<file path="src/rtl/shfr_pkg.sv">
// Package for the sync-header frame receiver.
// Holds the header and type constants, the command code type and the result struct.
// Has no dependencies; the interfaces and the top level depend on it.
`default_nettype none

package shfr_pkg;

  // Header bytes and message type codes.
  localparam logic [7:0] HDR_SYNC = 8'hAA;
  localparam logic [7:0] HDR_MARK = 8'hFF;
  localparam logic [7:0] HDR_ZERO = 8'h00;
  localparam logic [7:0] TYPE_GET = 8'h50;
  localparam logic [7:0] TYPE_SET = 8'h51;

  // Frame position counter: header 0..3, type 4, length 5, payload from 6.
  localparam int unsigned POS_W = 9;
  localparam logic [POS_W-1:0] POS_SYNC0   = 9'd0;
  localparam logic [POS_W-1:0] POS_SYNC1   = 9'd1;
  localparam logic [POS_W-1:0] POS_MARK    = 9'd2;
  localparam logic [POS_W-1:0] POS_ZERO    = 9'd3;
  localparam logic [POS_W-1:0] POS_TYPE    = 9'd4;
  localparam logic [POS_W-1:0] POS_LENGTH  = 9'd5;
  localparam logic [POS_W-1:0] POS_PAYLOAD = 9'd6;

  // Command decoded from a good frame.
  typedef enum logic [1:0] {
    CMD_NONE = 2'd0,
    CMD_GET  = 2'd1,
    CMD_SET  = 2'd2
  } cmd_t;

  // One result item.
  typedef struct packed {
    logic        accepted;
    logic        frame_good;
    cmd_t        command;
    logic [7:0]  message_type;
    logic [31:0] set_value;
  } result_t;

endpackage

`default_nettype wire

</file>
<file path="src/rtl/shfr_if.sv">
// Valid/ready channel interfaces for the sync-header frame receiver.
// shfr_in_if carries received bytes, shfr_out_if carries result items.
// Depends on shfr_pkg for the command type.
`default_nettype none

interface shfr_in_if;
  logic       valid;
  logic       ready;
  logic [7:0] rx_byte;

  modport source (output valid, output rx_byte, input ready);
  modport sink   (input valid, input rx_byte, output ready);
endinterface

interface shfr_out_if;
  logic               valid;
  logic               ready;
  logic               accepted;
  logic               frame_good;
  shfr_pkg::cmd_t     command;
  logic [7:0]         message_type;
  logic [31:0]        set_value;

  modport source (output valid, output accepted, output frame_good, output command,
                  output message_type, output set_value, input ready);
  modport sink   (input valid, input accepted, input frame_good, input command,
                  input message_type, input set_value, output ready);
endinterface

`default_nettype wire

</file>
<file path="src/rtl/sync_header_frame_receiver_unit.sv">
// Top level of the sync-header frame receiver.
// Depends on shfr_pkg and on the channel interfaces in shfr_if.sv.
`default_nettype none

// Parses a byte stream into frames AA AA FF 00, type, length, payload, check byte,
// where the check byte is the XOR of type, length and payload. Every byte taken on
// in_ch gives exactly one result item on out_ch. One byte is taken per clock cycle
// while out_ch is not stalled: the frame position counter and running XOR are
// updated in the cycle a byte is accepted, and the result sits in an output
// register that refills in the same cycle it is drained. A header mismatch
// returns to the first header byte without rechecking the offending byte. A
// good frame of type 0x50 reports a volume get; type 0x51 reports a volume set
// with the first four payload bytes, little-endian, as the value word.
module sync_header_frame_receiver_unit (
  input  wire logic  clk,
  input  wire logic  rst_n,
  shfr_in_if.sink    in_ch,
  shfr_out_if.source out_ch
);
  import shfr_pkg::*;

  // Frame state.
  logic [POS_W-1:0] position_r, position_nxt;
  logic [7:0]       kept_type_r, kept_type_nxt;
  logic [7:0]       kept_length_r, kept_length_nxt;
  logic [7:0]       running_xor_r, running_xor_nxt;
  logic [31:0]      value_word_r, value_word_nxt;

  // Output register.
  logic             out_valid_r;
  result_t          result_r, result_nxt;

  logic             take;
  logic [POS_W-1:0] check_pos;
  logic [POS_W-1:0] payload_idx;
  logic [7:0]       b;

  // A new byte is taken whenever the output register is empty or being drained.
  assign in_ch.ready = !out_valid_r || out_ch.ready;
  assign take        = in_ch.valid && in_ch.ready;
  assign b           = in_ch.rx_byte;
  assign check_pos   = POS_PAYLOAD + {1'b0, kept_length_r};
  assign payload_idx = position_r - POS_PAYLOAD;

  // Per-byte frame parsing.
  always_comb begin
    position_nxt    = POS_SYNC0;
    kept_type_nxt   = kept_type_r;
    kept_length_nxt = kept_length_r;
    running_xor_nxt = running_xor_r;
    value_word_nxt  = value_word_r;
    result_nxt      = '0;
    if (position_r == POS_SYNC0 || position_r == POS_SYNC1) begin
      if (b == HDR_SYNC) begin
        result_nxt.accepted = 1'b1;
        position_nxt        = position_r + 9'd1;
      end
    end else if (position_r == POS_MARK) begin
      if (b == HDR_MARK) begin
        result_nxt.accepted = 1'b1;
        position_nxt        = POS_ZERO;
      end
    end else if (position_r == POS_ZERO) begin
      if (b == HDR_ZERO) begin
        result_nxt.accepted = 1'b1;
        position_nxt        = POS_TYPE;
      end
    end else if (position_r == POS_TYPE) begin
      kept_type_nxt       = b;
      running_xor_nxt     = b;
      result_nxt.accepted = 1'b1;
      position_nxt        = POS_LENGTH;
    end else if (position_r == POS_LENGTH) begin
      kept_length_nxt     = b;
      running_xor_nxt     = running_xor_r ^ b;
      result_nxt.accepted = 1'b1;
      position_nxt        = POS_PAYLOAD;
    end else if (position_r < check_pos) begin
      // Payload byte: the first four fill the value word, lowest byte first.
      if (payload_idx < 9'd4) begin
        value_word_nxt[payload_idx[1:0]*8 +: 8] = b;
      end
      running_xor_nxt     = running_xor_r ^ b;
      result_nxt.accepted = 1'b1;
      position_nxt        = position_r + 9'd1;
    end else if (position_r == check_pos) begin
      // Check byte: a match completes the frame and decodes its type.
      if (running_xor_r == b) begin
        result_nxt.accepted   = 1'b1;
        result_nxt.frame_good = 1'b1;
        if (kept_type_r == TYPE_GET) begin
          result_nxt.command = CMD_GET;
        end else if (kept_type_r == TYPE_SET) begin
          result_nxt.command   = CMD_SET;
          result_nxt.set_value = value_word_r;
        end
      end
    end
    result_nxt.message_type = kept_type_nxt;
  end

  // State registers, updated once per accepted byte.
  always_ff @(posedge clk) begin
    if (!rst_n) begin
      position_r    <= POS_SYNC0;
      kept_type_r   <= '0;
      kept_length_r <= '0;
      running_xor_r <= '0;
      value_word_r  <= '0;
    end else if (take) begin
      position_r    <= position_nxt;
      kept_type_r   <= kept_type_nxt;
      kept_length_r <= kept_length_nxt;
      running_xor_r <= running_xor_nxt;
      value_word_r  <= value_word_nxt;
    end
  end

  // Result register with its valid flag.
  always_ff @(posedge clk) begin
    if (!rst_n) begin
      out_valid_r <= 1'b0;
    end else if (take) begin
      out_valid_r <= 1'b1;
    end else if (out_ch.ready) begin
      out_valid_r <= 1'b0;
    end
  end

  always_ff @(posedge clk) begin
    if (take) begin
      result_r <= result_nxt;
    end
  end

  assign out_ch.valid        = out_valid_r;
  assign out_ch.accepted     = result_r.accepted;
  assign out_ch.frame_good   = result_r.frame_good;
  assign out_ch.command      = result_r.command;
  assign out_ch.message_type = result_r.message_type;
  assign out_ch.set_value    = result_r.set_value;

endmodule

`default_nettype wire
</file>
<file path="src/flat_wrapper.sv">
// flat-port wrapper written by rule: the top's interface ports become plain ports
module sync_header_frame_receiver_unit_flat import shfr_pkg::*;
  (clk, rst_n, in_ch_valid, in_ch_rx_byte, in_ch_ready, out_ch_valid, out_ch_accepted, out_ch_frame_good, out_ch_command, out_ch_message_type, out_ch_set_value, out_ch_ready);
  shfr_in_if in_ch_i ();
  shfr_out_if out_ch_i ();
  input  wire logic clk;
  input  wire logic rst_n;
  input wire logic [$bits(in_ch_i.valid)-1:0] in_ch_valid;
  input wire logic [$bits(in_ch_i.rx_byte)-1:0] in_ch_rx_byte;
  output wire logic [$bits(in_ch_i.ready)-1:0] in_ch_ready;
  output wire logic [$bits(out_ch_i.valid)-1:0] out_ch_valid;
  output wire logic [$bits(out_ch_i.accepted)-1:0] out_ch_accepted;
  output wire logic [$bits(out_ch_i.frame_good)-1:0] out_ch_frame_good;
  output wire logic [$bits(out_ch_i.command)-1:0] out_ch_command;
  output wire logic [$bits(out_ch_i.message_type)-1:0] out_ch_message_type;
  output wire logic [$bits(out_ch_i.set_value)-1:0] out_ch_set_value;
  input wire logic [$bits(out_ch_i.ready)-1:0] out_ch_ready;
  assign in_ch_i.valid = in_ch_valid;
  assign in_ch_i.rx_byte = in_ch_rx_byte;
  assign in_ch_ready = in_ch_i.ready;
  assign out_ch_valid = out_ch_i.valid;
  assign out_ch_accepted = out_ch_i.accepted;
  assign out_ch_frame_good = out_ch_i.frame_good;
  assign out_ch_command = out_ch_i.command;
  assign out_ch_message_type = out_ch_i.message_type;
  assign out_ch_set_value = out_ch_i.set_value;
  assign out_ch_i.ready = out_ch_ready;
  sync_header_frame_receiver_unit u_core (.clk(clk), .rst_n(rst_n), .in_ch(in_ch_i), .out_ch(out_ch_i));
endmodule
</file>
<file path="config.mk">
export PLATFORM = sky130hd
export DESIGN_NAME = sync_header_frame_receiver_unit_flat
export DESIGN_NICKNAME = d
export VERILOG_FILES = /design/src/rtl/shfr_pkg.sv /design/src/rtl/shfr_if.sv /design/src/rtl/sync_header_frame_receiver_unit.sv /design/src/flat_wrapper.sv
export SDC_FILE = /design/constraint.sdc
export NUM_CORES = 1
export LEC_CHECK = 0
export BUFFER_PORTS_ARGS = -buffer_cell sky130_fd_sc_hd__buf_2
export CORE_UTILIZATION = 50
export DETAILED_ROUTE_END_ITERATION = 12
export GPL_TIMING_DRIVEN = 0
export PLACE_DENSITY = 0.75
export SLEW_MARGIN = 30
export SYNTH_ARGS = -nofsm -noshare
export SYNTH_HDL_FRONTEND = slang
export SYNTH_SLANG_ARGS = --single-unit
</file>
<file path="constraint.sdc">
create_clock -name clk -period 4.4 [get_ports clk]
set_input_delay 0 -clock clk [delete_from_list [all_inputs] [get_ports clk]]
set_output_delay 0 -clock clk [all_outputs]
set_load 0.02 [all_outputs]
</file>
==> results of run 1 <==
per-layer routing:
| layer | track usage | part of all wire |
|---|---|---|
| met5 | 0 | 0 |
| met4 | 0.0971 | 0.027 |
| met3 | 0.0550 | 0.069 |
| met2 | 0.408 | 0.48 |
| met1 | 0.318 | 0.43 |
cells by family (layout without fill, tap and decap cells):
kind of cell	after synthesis	in the layout	share of synthesized area
DFF	110	110	0.459
AOI/OAI and AO/OA	93	93	0.111
xor gates and xnor gates	22	22	0.0335
muxes	48	48	0.0853
and+or+nand+nor	252	252	0.241
adders and majority gates	17	17	0.0370
buffers and inverters	49	124	0.0335
through the flow:
stage	util	hold WS, ns	setup slack (ns)
3_5_place_dp	0.565	0.343	0.774
2_1_floorplan	-	0.244	1.33
4_1_cts	0.595	0.199	0.745
3_3_place_gp	0.563	0.341	0.508
5_1_grt	0.596	0.234	0.385
6_report	0.596	0.210	0.703
layout make-up:
type | count | share of cell area
inverter | 7 | 0.00400
buffer | 42 | 0.0259
sequential | 110 | 0.402
clock inverter | 7 | 0.0131
tap | 140 | 0.0267
clock buffer | 9 | 0.0343
multi-input combinational | 432 | 0.446
timing repair buffer | 59 | 0.0480
power by group through the flow:
stage               Clock (mW)  Sequential [mW]  Combinational, mW
detailed placement           0             1.14              0.283
finish                   0.844             1.11              0.289
global route             0.893             1.12              0.314
CTS                      0.853             1.11              0.285
floorplan                    0             1.16              0.167
global placement             0             1.14              0.276
synthesized netlist by cell type, drive strengths merged (4+ instances only):
cell    instances
mux2i          40
buf             8
clkbuf         34
nor2b          19
a21boi          8
o221ai          6
edfxtp         44
nand3          44
a211oi          6
nor4           16
xnor2          12
ha             17
or3b            8
and3            6
and2           32
or2             4
inv             7
xor2           10
a21oi          31
mux2            8
nand2          71
o31ai           8
nor3b           6
nor3           11
o21ai          17
dfxtp          66
nand4           8
nor2           17
flip-flops by register name (all words and copies together), names as in the netlist:
signal	flops
u_core.kept_length_r	8
u_core.kept_type_r	8
u_core.out_ch.accepted	1
u_core.out_ch.command	2
u_core.out_ch.frame_good	1
u_core.out_ch.message_type	8
u_core.out_ch.set_value	32
u_core.out_ch.valid	1
u_core.position_r	9
u_core.running_xor_r	8
u_core.value_word_r	32
critical path, delay by kind of cell (launching register included):
| family | cells | cell delay (ns) |
|---|---|---|
| fa+ha+maj | 2 | 0.54 |
| simple gates | 4 | 1.22 |
| buf+inv | 2 | 0.44 |
| flops | 1 | 0.39 |
| xor+xnor | 1 | 0.12 |
| compound gates | 2 | 0.86 |
path summary, 6_finish.rpt:
path | depth (start not counted) | to | start | slack, ns
worst max register to register | 11 | u_core.out_ch.set_value[16]$_SDFFCE_PP0P_ | u_core.kept_length_r[1]$_SDFFE_PN0P_ | 0.70
worst min-delay path | 5 | u_core.running_xor_r[2]$_SDFFE_PN0P_ | in_ch_rx_byte[2] | 0.21
worst min register to register | 2 | u_core.value_word_r[9]$_SDFFE_PN0P_ | u_core.value_word_r[9]$_SDFFE_PN0P_ | 0.46
worst max-delay path | 11 | u_core.out_ch.set_value[16]$_SDFFCE_PP0P_ | u_core.kept_length_r[1]$_SDFFE_PN0P_ | 0.70
==> out/metrics.csv, run 1 <==
stage,metric,value,unit
run_status,run status,completed,
sta,TNS Setup,0,ns
clocking,CTS tree,built,
logic_synthesis,Syn Area/Cell,9.73,um^2
clocking,# hold bufs at CTS,1,
route,initial drt markers,414,
finish,final net count,690,
placed_design,RePlAce Congestion,0.912,
logic_synthesis,Synth area leader,dfxtp_1,
setup_path,CP peak stage delay,0.77,ns
finish,layout cells sized above 1,0.182,
global_routing,vias in the first global route,4343,
logic_synthesis,Syn Inst Count,591,
sta,Rel. slew slack,0.405,
setup_path,Worst EP required,4.62,ns
clocking,"Setup Fix Bufs, Post-CTS",0,
die,die width,109,um
pwr,switch share,0.268,
logic_synthesis,register area share after synthesis,0.459,
sta,Tcrit/Tclk final,0.840,
sta,fmax,271,MHz
logic_synthesis,Synth warnings,0,
route,DRC,0,
finish,multi-input logic area,2930,um^2
die,chip height,109,um
sta,Max Slew Vio Count,0,
route,final wirelength,14.1,mm
flow_run,Max Cap Viol,0,
finish,fin cells,806,
sta,RSZ-0062 raised after global routing,false,
clocking,Max Root-Sink Buffers,2,
setup_path,worst path arrival time,3.91,ns
sta,Post-Route Skew,0.00859,ns
sta,Setup Viol. Count Final,0,
die,Core Box Area,11000,um^2
logic_synthesis,"Cell Area, Synth",5750,um^2
logic_synthesis,area fraction of the dominant cell type after synthesis,0.230,
global_routing,GRT Util Overall,0.248,
route,final antenna-violating net count,0,
route,Routed WL per cell,17.5,um
sta,hold violation count in the final report,0,
die,IO Pins,58,
route,first drt pass iteration count,5,
placed_design,number of port buffers,57,
pwr,combinational power share,0.129,
route,Via-to-Cell Ratio,5.82,
finish,"most common cell after layout, fill and taps aside",nand2_1,
pwr,Int Pwr,1.64,mW
placed_design,placed insts,789,
pwr,static leakage,2.49,nW
setup_path,kind of end point of the critical path,register,
clocking,# H-tree levels,3,
pwr,power per standard cell area,342,nW/um^2
logic_synthesis,Synth Net Count,620,
logic_synthesis,"EDFF count, synth",44,
sta,Least-Margin Pin Slew,0.885,ns
clocking,clk_lat worst skew,0.35,ns
logic_synthesis,top post-synthesis cells by area,"dfxtp_1 23%, edfxtp_1 23%, mux2i_1 7.0%, nand2_1 4.6%, nand3_1 3.8%",
finish,flip-flop and latch area,2640,um^2
die,Rows,38,
logic_synthesis,Cell variety after synth,52,
pwr,Net Sw Power,0.602,mW
route,Vias,4688,
setup_path,Critical-path top delay cell,a2111oi_2,
finish,fillers,942,
die,die area,11900,um^2
logic_synthesis,synthesized flop and latch total,110,
placed_design,Post-DP Area,6240,um^2
clocking,CTS Buf Count,9,
min_path,Worst Hold Class,input pin to register,
finish,# diodes,0,
clocking,clk sink count,110,
pwr,overall power,2.25,mW
logic_synthesis,commonest register cell after synthesis,dfxtp_1,
pwr,Seq pwr share,0.495,
die,Starting Density,0.522,
clocking,clock root cell,clkbuf_16,
global_routing,initial antenna violation count,0,
global_routing,global route overflow,0,
logic_synthesis,fraction of registers with async set/reset,0,
pwr,VDD IR-drop max,0.180,mV
setup_path,CP max FO,10,
setup_path,worst-path cell chain,inv_1 -> ha_1 -> nor3b_1 -> xnor2_1 -> ha_1 -> o21ai_0 -> nor2_2 -> nor2_1 -> a2111oi_2 -> clkbuf_1 -> and2_1,
setup_path,startpoint types,register,
finish,most frequent cells in the layout,"71 x nand2_1, 66 x dfxtp_1, 64 x buf_2, 44 x nand3_1, 44 x edfxtp_1",
setup_path,critical path class,register to register,
clocking,cts repair resizes,0,
finish,Syn-to-layout area delta,14.2,%
global_routing,pin count of the biggest net entering global routing,39,
sta,min Tclk post-route,3.70,ns
pwr,Clk network pwr share,0.376,
clocking,CTS clock-pin slew for the worst setup and hold paths,0.07,ns
setup_path,crit-path most repeated cell,ha_1,
global_routing,first-pass GRT wire length,22.3,mm
placed_design,dpl hpwl,9.84,mm
finish,"Design Area, Final",6570,um^2
Note: power is estimated with default switching activity, not from simulation.
==> inputs of run 2 (changes only) <==
- PLACE_DENSITY: 0.75 -> 0.78
- clock period: 4.4 -> 3.4 ns (I/O delays scaled with it)
==> out/metrics.csv, run 2 (synthesis gave the netlist of run 1 again) <==
stage,metric,value,unit
flow_run,Max Cap Viol,0,
sta,RSZ-0062 raised after global routing,false,
run_status,run status,completed,
setup_path,Crit. Startpoint,u_core.kept_length_r[1]$_SDFFE_PN0P_,
route,first drt pass iteration count,5,
setup_path,startpoint types,register,
clocking,clk sink count,110,
setup_path,start of the worst register-to-register path,u_core.kept_length_r[1]$_SDFFE_PN0P_,
pwr,combinational power share,0.133,
sta,min Tclk post-route,3.08,ns
sta,Least-Margin Pin Slew,0.873,ns
placed_design,number of port buffers,57,
pwr,Int Pwr,2.07,mW
finish,"most common cell after layout, fill and taps aside",nand2_1,
clocking,clk_lat worst skew,0.35,ns
clocking,CTS clock-pin slew for the worst setup and hold paths,0.08,ns
finish,# diodes,0,
pwr,power per standard cell area,432,nW/um^2
clocking,CTS tree,built,
clocking,# H-tree levels,3,
min_path,Worst Hold Class,input pin to register,
global_routing,pin count of the biggest net entering global routing,40,
clocking,CTS Buf Count,9,
sta,Max Slew Vio Count,0,
sta,WHS,0.203,ns
global_routing,vias in the first global route,4521,
die,Starting Density,0.522,
placed_design,RePlAce Congestion,0.943,
setup_path,Buf/Inv on CP,3,
setup_path,critical path class,register to register,
setup_path,kind of end point of the critical path,register,
clocking,Max Root-Sink Buffers,2,
die,chip height,109,um
setup_path,Worst EP required,3.62,ns
finish,"Design Area, Final",6590,um^2
setup_path,worst-path cell chain,inv_1 -> ha_1 -> nor3b_1 -> xnor2_1 -> ha_1 -> nand4_1 -> nor4_1 -> nand4_1 -> a2111oi_4 -> buf_4 -> clkbuf_2 -> and2_1,
sta,Rel. slew slack,0.413,
sta,hold violation count in the final report,0,
route,initial drt markers,479,
pwr,switch share,0.273,
setup_path,CP max FO,10,
setup_path,Crit path max-delay family,simple AND/OR/NAND/NOR gates,
placed_design,dpl hpwl,9.79,mm
pwr,static leakage,2.50,nW
setup_path,worst path arrival time,3.30,ns
pwr,VDD IR-drop max,0.227,mV
finish,fillers,956,
placed_design,Post-DP Area,6240,um^2
setup_path,CP peak stage delay,0.39,ns
die,die area,11900,um^2
pwr,Clk network pwr share,0.362,
global_routing,GRT Util Overall,0.247,
global_routing,initial antenna violation count,0,
pwr,Seq pwr share,0.506,
finish,layout cells sized above 1,0.192,
setup_path,Critical-path top delay cell,dfxtp_1,
finish,most frequent cells in the layout,"71 x nand2_1, 66 x dfxtp_1, 64 x buf_2, 44 x nand3_1, 44 x edfxtp_1",
min_path,min-delay src,in_ch_rx_byte[1],
die,die width,109,um
sta,Tcrit/Tclk final,0.906,
finish,Syn-to-layout area delta,14.5,%
clocking,clock root cell,clkbuf_16,
die,IO Pins,58,
die,Core Box Area,11000,um^2
route,Routed WL per cell,17.5,um
route,Vias,4810,
die,Rows,38,
route,final wirelength,14.1,mm
route,DRC,0,
sta,Setup Viol. Count Final,0,
route,final antenna-violating net count,0,
route,Via-to-Cell Ratio,5.97,
finish,utilization after layout,0.597,
sta,fmax,325,MHz
global_routing,first-pass GRT wire length,22.3,mm
sta,Post-Route Skew,0.00989,ns
global_routing,global route overflow,0,
finish,final net count,690,
pwr,Net Sw Power,0.779,mW
[run 2: repair_timing]
item,CTS,global route
hold buffers,1,0
hold endpoints to repair,1,0
pin swaps,1,1
setup endpoints to repair,30,36
resized for setup,2,11
setup buffers,0,1
[run 2: per-stage QoR]
step	total power [mW]	setup slack, ns	setup TNS (ns)	std cells
2_1_floorplan	1.72	0.328	0	591
3_3_place_gp	1.83	-0.474	-10.46	788
3_5_place_dp	1.84	-0.196	-4.37	789
4_1_cts	2.85	0.0945	0	806
5_1_grt	2.95	0.0535	0	806
6_report	2.85	0.319	0	806
[run 2: area by class of cell]
type	instances	area [um^2]	share of cell area
Sequential cell	110	2640	0.401
Multi-Input combinational cell	432	2960	0.450
Buffer	41	171	0.0260
Clock buffer	10	239	0.0363
Timing Repair Buffer	60	323	0.0490
Clock inverter	6	50.0	0.00759
Tap cell	140	175	0.0266
Inverter	7	26.3	0.00399
[run 2: power groups by stage]
stage	Combinational [mW]	Clock (mW)	Sequential, mW
finish	0.378	1.03	1.44
global route	0.410	1.10	1.45
global placement	0.357	0	1.47
floorplan	0.216	0	1.50
detailed placement	0.367	0	1.47
CTS	0.369	1.05	1.44
[run 2: worst register-to-register path, cell delays in order (launching register included)]
cell and delay (ns):
dfxtp_1 0.39, inv_1 0.08, ha_1 0.23, nor3b_1 0.24, xnor2_1 0.10, ha_1 0.29, nand4_1 0.20, nor4_1 0.33
nand4_1 0.27, a2111oi_4 0.25, buf_4 0.20, clkbuf_2 0.20, and2_1 0.17
[run 2: worst paths after layout]
| kind | cells after the start | endpoint | slack [ns] |
|---|---|---|---|
| setup / recovery | 12 | u_core.out_ch.set_value[16]$_SDFFCE_PP0P_ | 0.32 |
| hold / removal | 5 | u_core.running_xor_r[1]$_SDFFE_PN0P_ | 0.20 |
| setup reg to reg | 12 | u_core.out_ch.set_value[16]$_SDFFCE_PP0P_ | 0.32 |
| hold reg to reg | 2 | u_core.value_word_r[23]$_SDFFE_PN0P_ | 0.46 |
[run 2: per-layer routing]
metal,wire length [um],GRT usage,vias to the layer above
met1,6010,0.326,2248
li1,-,-,2282
met2,6630,0.385,245
met4,391,0.130,0
met3,1100,0.0436,35
met5,0,0,-
